===== src/hdl/lnr_pkg.sv =====
`default_nettype none
package lnr_pkg;

	// Fixed field widths.
	localparam int SAMPLE_W    = 16;
	localparam int LEN_W       = 7;
	localparam int MAX_ROW_DEF = 64;

	// Internal arithmetic widths, sized for rows of up to 64 samples.
	localparam int SUM_W   = 22;
	localparam int MEAN_W  = 24;
	localparam int ABS_W   = 25;
	localparam int NUM_W   = 56;
	localparam int DEN_W   = 32;
	localparam int ROOT_W  = 28;

	// Divider request and response.
	typedef struct packed {
		logic             start;
		logic [NUM_W-1:0] num;
		logic [DEN_W-1:0] den;
	} div_req_t;

	typedef struct packed {
		logic             done;
		logic             busy;
		logic [NUM_W-1:0] quo;
		logic [DEN_W-1:0] rem;
	} div_rsp_t;

	typedef enum logic [3:0] {
		ST_LOAD,
		ST_MEAN_GO,
		ST_MEAN_WAIT,
		ST_V_RD,
		ST_V_ABS,
		ST_V_MUL,
		ST_V_ACC,
		ST_VAR_GO,
		ST_VAR_WAIT,
		ST_SQRT,
		ST_O_RD,
		ST_O_ABS,
		ST_O_GO,
		ST_O_WAIT,
		ST_O_PUT
	} lnr_state_t;

endpackage
`default_nettype wire


===== src/hdl/lnr_if.sv =====
`default_nettype none
// Input channel: one Q8.8 sample per item.
interface lnr_in_if;
	logic        valid;
	logic        ready;
	logic [15:0] sample;
	modport source (output valid, output sample, input ready);
	modport sink (input valid, input sample, output ready);
endinterface

// Output channel: one Q4.12 normalized value per item.
interface lnr_out_if;
	logic        valid;
	logic        ready;
	logic [15:0] normalized;
	logic        last_of_row;
	modport source (output valid, output normalized, output last_of_row, input ready);
	modport sink (input valid, input normalized, input last_of_row, output ready);
endinterface
`default_nettype wire


===== src/hdl/lnr_div.sv =====
`default_nettype none
// Restoring unsigned divider, one quotient bit per cycle.
module lnr_div (
	input  wire logic             clk,
	input  wire logic             arst_n,
	input  wire lnr_pkg::div_req_t req,
	output lnr_pkg::div_rsp_t      rsp
);
	import lnr_pkg::*;

	localparam int CW = $clog2(NUM_W + 1);

	logic             busy_q;
	logic             done_q;
	logic [CW-1:0]    cnt_q;
	logic [DEN_W:0]   rem_q;
	logic [NUM_W-1:0] quo_q;
	logic [DEN_W-1:0] den_q;
	logic [DEN_W:0]   trial;
	logic             fits;

	// Shift in the next numerator bit and try a subtraction.
	always_comb begin
		trial = {rem_q[DEN_W-1:0], quo_q[NUM_W-1]};
		fits  = trial >= {1'b0, den_q};
	end

	always_ff @(posedge clk or negedge arst_n) begin
		if (!arst_n) begin
			busy_q <= 1'b0;
			done_q <= 1'b0;
			cnt_q  <= '0;
		end else begin
			done_q <= 1'b0;
			if (req.start) begin
				busy_q <= 1'b1;
				cnt_q  <= CW'(NUM_W);
			end else if (busy_q) begin
				cnt_q <= cnt_q - 1'b1;
				if (cnt_q == CW'(1)) begin
					busy_q <= 1'b0;
					done_q <= 1'b1;
				end
			end
		end
	end

	always_ff @(posedge clk) begin
		if (req.start) begin
			quo_q <= req.num;
			den_q <= req.den;
			rem_q <= '0;
		end else if (busy_q) begin
			rem_q <= fits ? (trial - {1'b0, den_q}) : trial;
			quo_q <= {quo_q[NUM_W-2:0], fits};
		end
	end

	assign rsp.done = done_q;
	assign rsp.busy = busy_q;
	assign rsp.quo  = quo_q;
	assign rsp.rem  = rem_q[DEN_W-1:0];

endmodule
`default_nettype wire


===== src/hdl/layer_norm_row_unit.sv =====
`default_nettype none
// Layer normalization of one row of signed Q8.8 samples, no gain or bias. Samples are
// taken one per cycle, while the unit is loading, into a row memory and a running
// sum is kept; the sample that completes the row (row_length of them, 0 counting as
// 1 and values above MAX_ROW as MAX_ROW) starts the computation, and input stalls
// until the last result of the row has been loaded into the output register. All
// divisions go through one shared bit-serial divider. The mean takes one division;
// the variance pass reads each sample, takes its absolute deviation from the mean,
// squares it and accumulates it, then issues another division; the square root is
// found bit by bit; and each output reads its sample, forms the deviation, issues
// the division, waits on the divider and loads the output register once the
// receiver has taken any previous result. Outputs are Q4.12, saturated, with
// last_of_row on the final one. Writing row_length drops any partial row.
module layer_norm_row_unit #(
	parameter int MAX_ROW = lnr_pkg::MAX_ROW_DEF
) (
	input  wire logic                     clk,
	input  wire logic                     arst_n,
	input  wire logic                     cfg_we,
	input  wire logic [lnr_pkg::LEN_W-1:0] cfg_wdata,
	lnr_in_if.sink                        in_ch,
	lnr_out_if.source                     out_ch
);
	import lnr_pkg::*;

	localparam int AW    = $clog2(MAX_ROW);
	localparam int CNT_W = $clog2(MAX_ROW + 1);

	lnr_state_t state_q, state_d;

	logic [SAMPLE_W-1:0] row_mem [MAX_ROW];
	logic [SAMPLE_W-1:0] mem_q;

	logic [LEN_W-1:0]       len_q;
	logic [CNT_W-1:0]       len_eff;
	logic [CNT_W-1:0]       fill_q;
	logic [CNT_W-1:0]       cnt_q;
	logic [CNT_W-1:0]       j_q;
	logic signed [SUM_W-1:0] sum_q;
	logic signed [MEAN_W-1:0] mean_q;
	logic                   mneg_q;
	logic [ABS_W-1:0]       a_q;
	logic                   dneg_q;
	logic [2*ABS_W-1:0]     prod_q;
	logic [NUM_W-1:0]       sq_q;
	logic [NUM_W-1:0]       rad_q;
	logic [NUM_W-1:0]       res_q;
	logic [NUM_W-1:0]       bit_q;
	logic [ROOT_W-1:0]      root_q;
	logic                   ov_q;
	logic [15:0]            onorm_q;
	logic                   olast_q;

	div_req_t div_req;
	div_rsp_t div_rsp;

	logic                 in_acc;
	logic                 out_load;
	logic                 last_j;
	logic signed [31:0]   mnum;
	logic [31:0]          mabs;
	logic signed [25:0]   dev;
	logic [ABS_W-1:0]     dabs;
	logic [NUM_W-1:0]     sq_try;
	logic                 sq_fit;
	logic [15:0]          oval;
	logic [NUM_W-1:0]     mean_mag;

	lnr_div u_div (
		.clk   (clk),
		.arst_n(arst_n),
		.req   (div_req),
		.rsp   (div_rsp)
	);

	// Effective row length.
	always_comb begin
		if (len_q == '0) begin
			len_eff = CNT_W'(1);
		end else if (len_q > LEN_W'(MAX_ROW)) begin
			len_eff = CNT_W'(MAX_ROW);
		end else begin
			len_eff = CNT_W'(len_q);
		end
	end

	// Datapath arithmetic shared by the passes.
	always_comb begin
		mnum     = (32'(sum_q) <<< 9) + 32'(cnt_q);
		mabs     = mnum[31] ? 32'(-mnum) : 32'(mnum);
		dev      = {{2{mem_q[15]}}, mem_q, 8'b0} - {{2{mean_q[MEAN_W-1]}}, mean_q};
		dabs     = dev[25] ? ABS_W'(-dev) : ABS_W'(dev);
		sq_try   = res_q + bit_q;
		sq_fit   = rad_q >= sq_try;
		last_j   = (j_q == cnt_q - 1'b1);
		mean_mag = div_rsp.quo + NUM_W'(div_rsp.rem != '0);
		if (dneg_q) begin
			oval = (div_rsp.quo >= NUM_W'(32768)) ? 16'h8000 : 16'(-div_rsp.quo[15:0]);
		end else begin
			oval = (div_rsp.quo >= NUM_W'(32767)) ? 16'h7fff : div_rsp.quo[15:0];
		end
	end

	// State register.
	always_ff @(posedge clk or negedge arst_n) begin
		if (!arst_n) begin
			state_q <= ST_LOAD;
		end else begin
			state_q <= state_d;
		end
	end

	// Next state, handshakes and divider requests.
	always_comb begin
		state_d      = state_q;
		in_ch.ready  = 1'b0;
		out_load     = 1'b0;
		div_req      = '0;
		case (state_q)
			ST_LOAD: begin
				in_ch.ready = 1'b1;
				if (in_ch.valid && (fill_q + 1'b1 == len_eff)) begin
					state_d = ST_MEAN_GO;
				end
			end
			ST_MEAN_GO: begin
				div_req.start = 1'b1;
				div_req.num   = NUM_W'(mabs);
				div_req.den   = DEN_W'({cnt_q, 1'b0});
				state_d       = ST_MEAN_WAIT;
			end
			ST_MEAN_WAIT: begin
				if (div_rsp.done) begin
					state_d = ST_V_RD;
				end
			end
			ST_V_RD:  state_d = ST_V_ABS;
			ST_V_ABS: state_d = ST_V_MUL;
			ST_V_MUL: state_d = ST_V_ACC;
			ST_V_ACC: begin
				state_d = last_j ? ST_VAR_GO : ST_V_RD;
			end
			ST_VAR_GO: begin
				div_req.start = 1'b1;
				div_req.num   = sq_q;
				div_req.den   = DEN_W'(cnt_q);
				state_d       = ST_VAR_WAIT;
			end
			ST_VAR_WAIT: begin
				if (div_rsp.done) begin
					state_d = ST_SQRT;
				end
			end
			ST_SQRT: begin
				if (bit_q[0]) begin
					state_d = ST_O_RD;
				end
			end
			ST_O_RD:  state_d = ST_O_ABS;
			ST_O_ABS: state_d = ST_O_GO;
			ST_O_GO: begin
				div_req.start = 1'b1;
				div_req.num   = NUM_W'({a_q, 13'b0}) + NUM_W'(root_q);
				div_req.den   = DEN_W'({root_q, 1'b0});
				state_d       = ST_O_WAIT;
			end
			ST_O_WAIT: begin
				if (div_rsp.done) begin
					state_d = ST_O_PUT;
				end
			end
			ST_O_PUT: begin
				if (!ov_q || out_ch.ready) begin
					out_load = 1'b1;
					state_d  = last_j ? ST_LOAD : ST_O_RD;
				end
			end
			default: state_d = ST_LOAD;
		endcase
	end

	assign in_acc = in_ch.valid && in_ch.ready;

	// Row memory: one write port for loading, one registered read port.
	always_ff @(posedge clk) begin
		if (in_acc) begin
			row_mem[fill_q[AW-1:0]] <= in_ch.sample;
		end
		mem_q <= row_mem[j_q[AW-1:0]];
	end

	// Control registers.
	always_ff @(posedge clk or negedge arst_n) begin
		if (!arst_n) begin
			len_q  <= LEN_W'(64);
			fill_q <= '0;
			sum_q  <= '0;
			ov_q   <= 1'b0;
			j_q    <= '0;
			cnt_q  <= '0;
		end else begin
			if (cfg_we) begin
				len_q  <= cfg_wdata;
				fill_q <= '0;
				sum_q  <= '0;
			end else if (in_acc) begin
				fill_q <= fill_q + 1'b1;
				sum_q  <= sum_q + SUM_W'(signed'(in_ch.sample));
				cnt_q  <= fill_q + 1'b1;
			end else if (out_load && last_j) begin
				fill_q <= '0;
				sum_q  <= '0;
			end
			if (state_q == ST_MEAN_WAIT || state_q == ST_SQRT) begin
				j_q <= '0;
			end else if (state_q == ST_V_ACC || out_load) begin
				j_q <= j_q + 1'b1;
			end
			if (out_load) begin
				ov_q <= 1'b1;
			end else if (out_ch.ready) begin
				ov_q <= 1'b0;
			end
		end
	end

	// Mean, variance, root and output payload.
	always_ff @(posedge clk) begin
		if (state_q == ST_MEAN_GO) begin
			mneg_q <= mnum[31];
		end
		if (state_q == ST_MEAN_WAIT && div_rsp.done) begin
			mean_q <= mneg_q ? MEAN_W'(-mean_mag) : MEAN_W'(div_rsp.quo);
			sq_q   <= '0;
		end
		if (state_q == ST_V_ABS || state_q == ST_O_ABS) begin
			a_q    <= dabs;
			dneg_q <= dev[25];
		end
		if (state_q == ST_V_MUL) begin
			prod_q <= a_q * a_q;
		end
		if (state_q == ST_V_ACC) begin
			sq_q <= sq_q + NUM_W'(prod_q);
		end
		if (state_q == ST_VAR_WAIT && div_rsp.done) begin
			rad_q <= ((div_rsp.quo >> 16) + NUM_W'(1)) << 16;
			res_q <= '0;
			bit_q <= NUM_W'(1) << (NUM_W - 2);
		end
		// One bit of the integer square root per cycle.
		if (state_q == ST_SQRT) begin
			if (sq_fit) begin
				rad_q <= rad_q - sq_try;
				res_q <= (res_q >> 1) + bit_q;
			end else begin
				res_q <= res_q >> 1;
			end
			bit_q <= bit_q >> 2;
		end
		if (state_q == ST_O_RD) begin
			root_q <= res_q[ROOT_W-1:0];
		end
		if (out_load) begin
			onorm_q <= oval;
			olast_q <= last_j;
		end
	end

	assign out_ch.valid       = ov_q;
	assign out_ch.normalized  = onorm_q;
	assign out_ch.last_of_row = olast_q;

	// Input is only taken while no row computation is in flight.
	a_in_idle_div: assert property (@(posedge clk) disable iff (!arst_n)
		in_ch.ready |-> !div_rsp.busy)
		else $error("input accepted while divider busy");

	// The fill count never reaches the effective length while loading.
	a_fill_bound: assert property (@(posedge clk) disable iff (!arst_n)
		(state_q == ST_LOAD) |-> (fill_q < len_eff))
		else $error("fill count out of range");

	// The epsilon keeps the root at least 1/256 (256 in Q12.16).
	a_root_min: assert property (@(posedge clk) disable iff (!arst_n)
		(state_q == ST_O_ABS) |-> (root_q >= ROOT_W'(256)))
		else $error("root below epsilon floor");

	// A result is loaded only once the divider has finished.
	a_put_after_div: assert property (@(posedge clk) disable iff (!arst_n)
		out_load |-> !div_rsp.busy)
		else $error("result loaded while divider busy");

endmodule
`default_nettype wire

===== src/flat_wrapper.sv =====
// flat-port wrapper written by rule: the top's interface ports become plain ports
module layer_norm_row_unit_flat import lnr_pkg::*;
#(
	parameter int MAX_ROW = lnr_pkg::MAX_ROW_DEF
)
  (clk, arst_n, cfg_we, cfg_wdata, in_ch_valid, in_ch_sample, in_ch_ready, out_ch_valid, out_ch_normalized, out_ch_last_of_row, out_ch_ready);
  lnr_in_if in_ch_i ();
  lnr_out_if out_ch_i ();
  input  wire logic clk;
  input  wire logic arst_n;
  input  wire logic cfg_we;
  input  wire logic [lnr_pkg::LEN_W-1:0] cfg_wdata;
  input wire logic [$bits(in_ch_i.valid)-1:0] in_ch_valid;
  input wire logic [$bits(in_ch_i.sample)-1:0] in_ch_sample;
  output wire logic [$bits(in_ch_i.ready)-1:0] in_ch_ready;
  output wire logic [$bits(out_ch_i.valid)-1:0] out_ch_valid;
  output wire logic [$bits(out_ch_i.normalized)-1:0] out_ch_normalized;
  output wire logic [$bits(out_ch_i.last_of_row)-1:0] out_ch_last_of_row;
  input wire logic [$bits(out_ch_i.ready)-1:0] out_ch_ready;
  assign in_ch_i.valid = in_ch_valid;
  assign in_ch_i.sample = in_ch_sample;
  assign in_ch_ready = in_ch_i.ready;
  assign out_ch_valid = out_ch_i.valid;
  assign out_ch_normalized = out_ch_i.normalized;
  assign out_ch_last_of_row = out_ch_i.last_of_row;
  assign out_ch_i.ready = out_ch_ready;
  layer_norm_row_unit #(.MAX_ROW(MAX_ROW)) u_core (.clk(clk), .arst_n(arst_n), .cfg_we(cfg_we), .cfg_wdata(cfg_wdata), .in_ch(in_ch_i), .out_ch(out_ch_i));
endmodule

===== config.mk =====
export PLATFORM = sky130hd
export DESIGN_NAME = layer_norm_row_unit_flat
export DESIGN_NICKNAME = d
export VERILOG_FILES = /design/src/hdl/lnr_pkg.sv /design/src/hdl/lnr_if.sv /design/src/hdl/lnr_div.sv /design/src/hdl/layer_norm_row_unit.sv /design/src/flat_wrapper.sv
export SDC_FILE = /design/constraint.sdc
export NUM_CORES = 2
export LEC_CHECK = 0
export BUFFER_PORTS_ARGS = -buffer_cell sky130_fd_sc_hd__buf_2
export CAP_MARGIN = 10
export CORE_AREA = 5 5 424 426
export CTS_CLUSTER_SIZE = 40
export DETAILED_ROUTE_END_ITERATION = 10
export DIE_AREA = 0 0 429 431
export HOLD_SLACK_MARGIN = 0.12
export PLACE_DENSITY = 0.7
export SLEW_MARGIN = 20
export SYNTH_ARGS = -nofsm -noshare
export SYNTH_HDL_FRONTEND = slang
export SYNTH_HIERARCHICAL = 1
export SYNTH_SLANG_ARGS = --single-unit

===== constraint.sdc =====
create_clock -name clk -period 15.5 [get_ports clk]
set_clock_uncertainty 0.1 [all_clocks]
set_input_delay 3.1 -clock clk [delete_from_list [all_inputs] [get_ports clk]]
set_output_delay 3.1 -clock clk [all_outputs]
set_load 0.05 [all_outputs]

==> report_table.html <==
<table>
<tr><th>Metric</th><th>Value</th></tr>
<tr><th colspan="2">Outcome</th></tr>
<tr><td>Violated checks</td><td>antenna violations</td></tr>
<tr><td>Outcome</td><td>finished, violations left</td></tr>
<tr><th colspan="2">Yosys</th></tr>
<tr><td>Netlist area before placement</td><td>95800 sq um</td></tr>
<tr><td>Gate count of the mapped netlist</td><td>7768</td></tr>
<tr><td>Synth Warn #</td><td>6</td></tr>
<tr><td>Average size of a mapped cell</td><td>12.3 sq um</td></tr>
<tr><th colspan="2">Critical path</th></tr>
<tr><td>Kind of end point of the critical path</td><td>flip-flop</td></tr>
<tr><td>Type of element launching the critical path</td><td>flip-flop</td></tr>
<tr><td>Arrival @ worst endpoint</td><td>8.87 ns</td></tr>
<tr><td>Critical Path Source</td><td>u_core/a_q[17]</td></tr>
<tr><td>Critical path data required time</td><td>15.89 ns</td></tr>
<tr><td>Worst reg2reg path startpoint</td><td>u_core/a_q[17]</td></tr>
<tr><td>Class of the most critical setup path</td><td>flip-flop to flip-flop</td></tr>
<tr><td>Worst Path Max Fanout</td><td>21</td></tr>
<tr><th colspan="2">Pwr</th></tr>
<tr><td>Power Dens Cells</td><td>82.3 nW/um^2</td></tr>
<tr><td>PnR Total Power</td><td>8.59 mW</td></tr>
<tr><td>Peak ir drop on the vdd network</td><td>0.000167 V</td></tr>
<tr><td>Static leakage</td><td>40.8 nW</td></tr>
<tr><th colspan="2">Flow run</th></tr>
<tr><td>MaxCap Viol Count</td><td>0</td></tr>
<tr><th colspan="2">Routing</th></tr>
<tr><td>Total iterations of the first detailed-routing run</td><td>9</td></tr>
<tr><td>Routed vias</td><td>62173</td></tr>
<tr><td>Post-route DRC</td><td>0</td></tr>
<tr><td>Via count normalized by instance count</td><td>6.05</td></tr>
<tr><td>Count of antenna-violating nets left after detailed routing</td><td>1</td></tr>
<tr><td>Final wirelength</td><td>253000 um</td></tr>
<tr><td>Routed wire length per instance</td><td>24.6 um</td></tr>
<tr><td>Drt first-iter violations</td><td>5927</td></tr>
<tr><th colspan="2">Finish</th></tr>
<tr><td>Post-synthesis to final-layout area growth</td><td>8.92%</td></tr>
<tr><td>Finished Core Util</td><td>59.5%</td></tr>
<tr><td>Fraction of layout instances using a drive strength above 1</td><td>11.4%</td></tr>
<tr><td>Area used by multi-input combinational logic</td><td>45800 sq um</td></tr>
<tr><td>Filler Cells Inserted</td><td>13747</td></tr>
<tr><td>Register area</td><td>45600 sq um</td></tr>
<tr><td>Post-layout net count</td><td>8814</td></tr>
<tr><th colspan="2">Clock tree</th></tr>
<tr><td>Cell chosen for the clock root</td><td>sky130_fd_sc_hd__clkbuf_16</td></tr>
<tr><td>CTS tree</td><td>done</td></tr>
<tr><td>Number of clock sinks</td><td>1564</td></tr>
<tr><td>Hold bufs inserted after CTS</td><td>0</td></tr>
<tr><td>Number of buffers between clock root and the deepest sink</td><td>3</td></tr>
<tr><td>Worst-path clk slew</td><td>0.06 ns</td></tr>
<tr><td>Insertion delay to the later sink of the worst-skew pair</td><td>0.81 ns</td></tr>
<tr><td>Post-CTS Setup Bufs</td><td>0</td></tr>
<tr><td>Number of resized instances in the post-cts repair step</td><td>0</td></tr>
<tr><td>H-tree lvl count</td><td>4</td></tr>
<tr><td>Clock buffers created by TritonCTS</td><td>160</td></tr>
<tr><th colspan="2">Place</th></tr>
<tr><td>Dpl hpwl</td><td>180000 um</td></tr>
<tr><td>Minimum setup slack after placement</td><td>7.15 ns</td></tr>
<tr><td>Placer congestion estimate</td><td>0.979</td></tr>
<tr><td>Number of buffer cells added on primary ports</td><td>46</td></tr>
<tr><th colspan="2">Timing</th></tr>
<tr><td>Setup repair after global routing missed its margin</td><td>false</td></tr>
<tr><td>Achievable clock frequency</td><td>118 MHz</td></tr>
<tr><td>Final setup viols</td><td>0</td></tr>
<tr><td>Count of endpoints failing hold in the final timing report</td><td>0</td></tr>
<tr><td>Post-layout worst setup margin</td><td>7.02 ns</td></tr>
<tr><td>Relative max-transition margin</td><td>23.1%</td></tr>
<tr><td>Worst-margin pin slew</td><td>1.14 ns</td></tr>
<tr><td>Share of the clock period used by the worst path after layout</td><td>54.7%</td></tr>
<tr><td>Sum Neg Setup Slack</td><td>0 ns</td></tr>
<tr><td>Minimum clock period after layout</td><td>8.48 ns</td></tr>
<tr><td>Final slew viol count</td><td>0</td></tr>
<tr><th colspan="2">Worst hold path</th></tr>
<tr><td>Worst hold path type</td><td>flip-flop to flip-flop</td></tr>
<tr><td>Origin of the worst min-delay path</td><td>u_core/rad_q[0]</td></tr>
<tr><th colspan="2">Global route</th></tr>
<tr><td>Total overflow reported by the global router</td><td>0</td></tr>
<tr><td>Initial antenna violation count</td><td>7</td></tr>
<tr><td>Maximum number of pins on one net before global-route repair</td><td>143</td></tr>
<tr><td>First-pass GRT wire length</td><td>385000 um</td></tr>
<tr><td>Total GRT Usage</td><td>27.2%</td></tr>
<tr><td>Via count of the first global-routing pass</td><td>62375</td></tr>
<tr><th colspan="2">Floorplanning</th></tr>
<tr><td>Height of the die</td><td>431 um</td></tr>
<tr><td>DIE WIDTH</td><td>429 um</td></tr>
<tr><td>Total Die Area</td><td>185000 sq um</td></tr>
<tr><td>Effective utilization at floorplan</td><td>54.6%</td></tr>
<tr><td>Standard-cell rows</td><td>154</td></tr>
<tr><td>Placeable core region</td><td>175000 sq um</td></tr>
<tr><td>Number of top-level pins</td><td>47</td></tr>
</table>
[report_power, final]
| part | total, mW | internal (mW) | switching [mW] |
|---|---|---|---|
| registers | 4.57 | 4.57 | 0.00203 |
| logic | 0.0742 | 0.0118 | 0.0624 |
| clock network | 3.94 | 2.22 | 1.72 |
| total | 8.59 | 6.81 | 1.78 |
[stage by stage]
stage	cell area [sq um]	hold WS (ns)	cells
3_3_place_gp	98800	0.343	9983
2_1_floorplan	95800	0.333	7770
6_report	104000	0.362	10283
5_1_grt	104000	0.386	10275
4_1_cts	104000	0.364	10273
3_5_place_dp	98800	0.357	9983
[cell type report]
| type | instances | share of cell area, % |
|---|---|---|
| Inverter | 846 | 3.04 |
| Sequential cell | 1564 | 43.7 |
| Timing Repair Buffer | 188 | 1.29 |
| Clock buffer | 194 | 3.97 |
| Multi-Input combinational cell | 5046 | 43.9 |
| Antenna cell | 9 | 0.0216 |
| Tap cell | 2340 | 2.81 |
| Clock inverter | 96 | 1.20 |
[worst max-delay path, stage by stage (launching register included)]
cell and delay, ns:
sky130_fd_sc_hd__edfxtp_1 0.32, sky130_fd_sc_hd__buf_4 0.34, sky130_fd_sc_hd__clkinv_1 0.36, sky130_fd_sc_hd__nor2_1 0.33, sky130_fd_sc_hd__inv_1 0.10, sky130_fd_sc_hd__fa_1 0.54
sky130_fd_sc_hd__inv_1 0.05, sky130_fd_sc_hd__fa_1 0.52, sky130_fd_sc_hd__fa_1 0.44, sky130_fd_sc_hd__fa_1 0.53, sky130_fd_sc_hd__fa_1 0.54, sky130_fd_sc_hd__fa_1 0.57
sky130_fd_sc_hd__inv_1 0.07, sky130_fd_sc_hd__fa_1 0.53, sky130_fd_sc_hd__inv_1 0.04, sky130_fd_sc_hd__ha_1 0.38, sky130_fd_sc_hd__nand4_1 0.18, sky130_fd_sc_hd__or2_2 0.16
sky130_fd_sc_hd__nor3b_1 0.07, sky130_fd_sc_hd__a2111oi_2 0.36, sky130_fd_sc_hd__o31ai_2 0.20, sky130_fd_sc_hd__a2111oi_1 0.62, sky130_fd_sc_hd__o31ai_1 0.26, sky130_fd_sc_hd__a221oi_1 0.30
sky130_fd_sc_hd__o21bai_1 0.12, sky130_fd_sc_hd__xnor2_1 0.13
[registers in the layout (all words and copies together), names as in the netlist, 16 cells and up]
name	cells
u_core/mem_q	16
u_core/sum_q	22
u_core/u_div/den_q	32
u_core/bit_q	28
u_core/prod_q	49
u_core/sq_q	56
u_core/mean_q	24
u_core/res_q	56
u_core/a_q	25
u_core/u_div/quo_q	56
u_core/row_mem	1024
u_core/u_div/rem_q	32
u_core/rad_q	56
u_core/out_ch.normalized	16
u_core/root_q	28
[layer usage]
metal | wire (um) | vias up | GRT usage [%]
met3 | 17300 | 444 | 4.46
li1 | - | 28001 | -
met1 | 105000 | 31335 | 37.3
met4 | 10700 | 8 | 10.3
met5 | 57 | - | 0
met2 | 121000 | 2385 | 44.4
[layout by cell type (no fill, tap or decap), drive strengths merged, types with 17 or more instances in the layout]
master  instances
a211oi         53
a21o          137
a21oi         317
a22oi          21
a31oi          80
and2          190
and3           90
buf           188
bufinv         17
clkbuf        194
clkinv         67
dfrtp          62
dfxtp         105
edfxtp       1396
fa            480
ha            500
inv           847
mux2           62
mux2i          30
mux4          336
nand2         625
nand2b         45
nand3         123
nand4          67
nor2          479
nor2b          46
nor3           61
nor4           34
o211ai         53
o21a           32
o21ai         340
o21bai         57
o31ai          31
or2            20
or3            30
xnor2         237
xor2          238
[final timing paths]
kind                                             to  slack, ns  cells past startpoint
worst max-delay path              u_core/prod_q[49]       7.02                     25
worst min-delay path                u_core/rad_q[0]       0.36                      2
worst max register to register    u_core/prod_q[49]       7.02                     25
worst min register to register      u_core/rad_q[0]       0.36                      2
max in group asynchronous             u_core/j_q[1]      12.32                      1
min in group asynchronous       u_core/out_ch.valid       2.33                      1
Note: power is estimated with default switching activity, not from simulation.
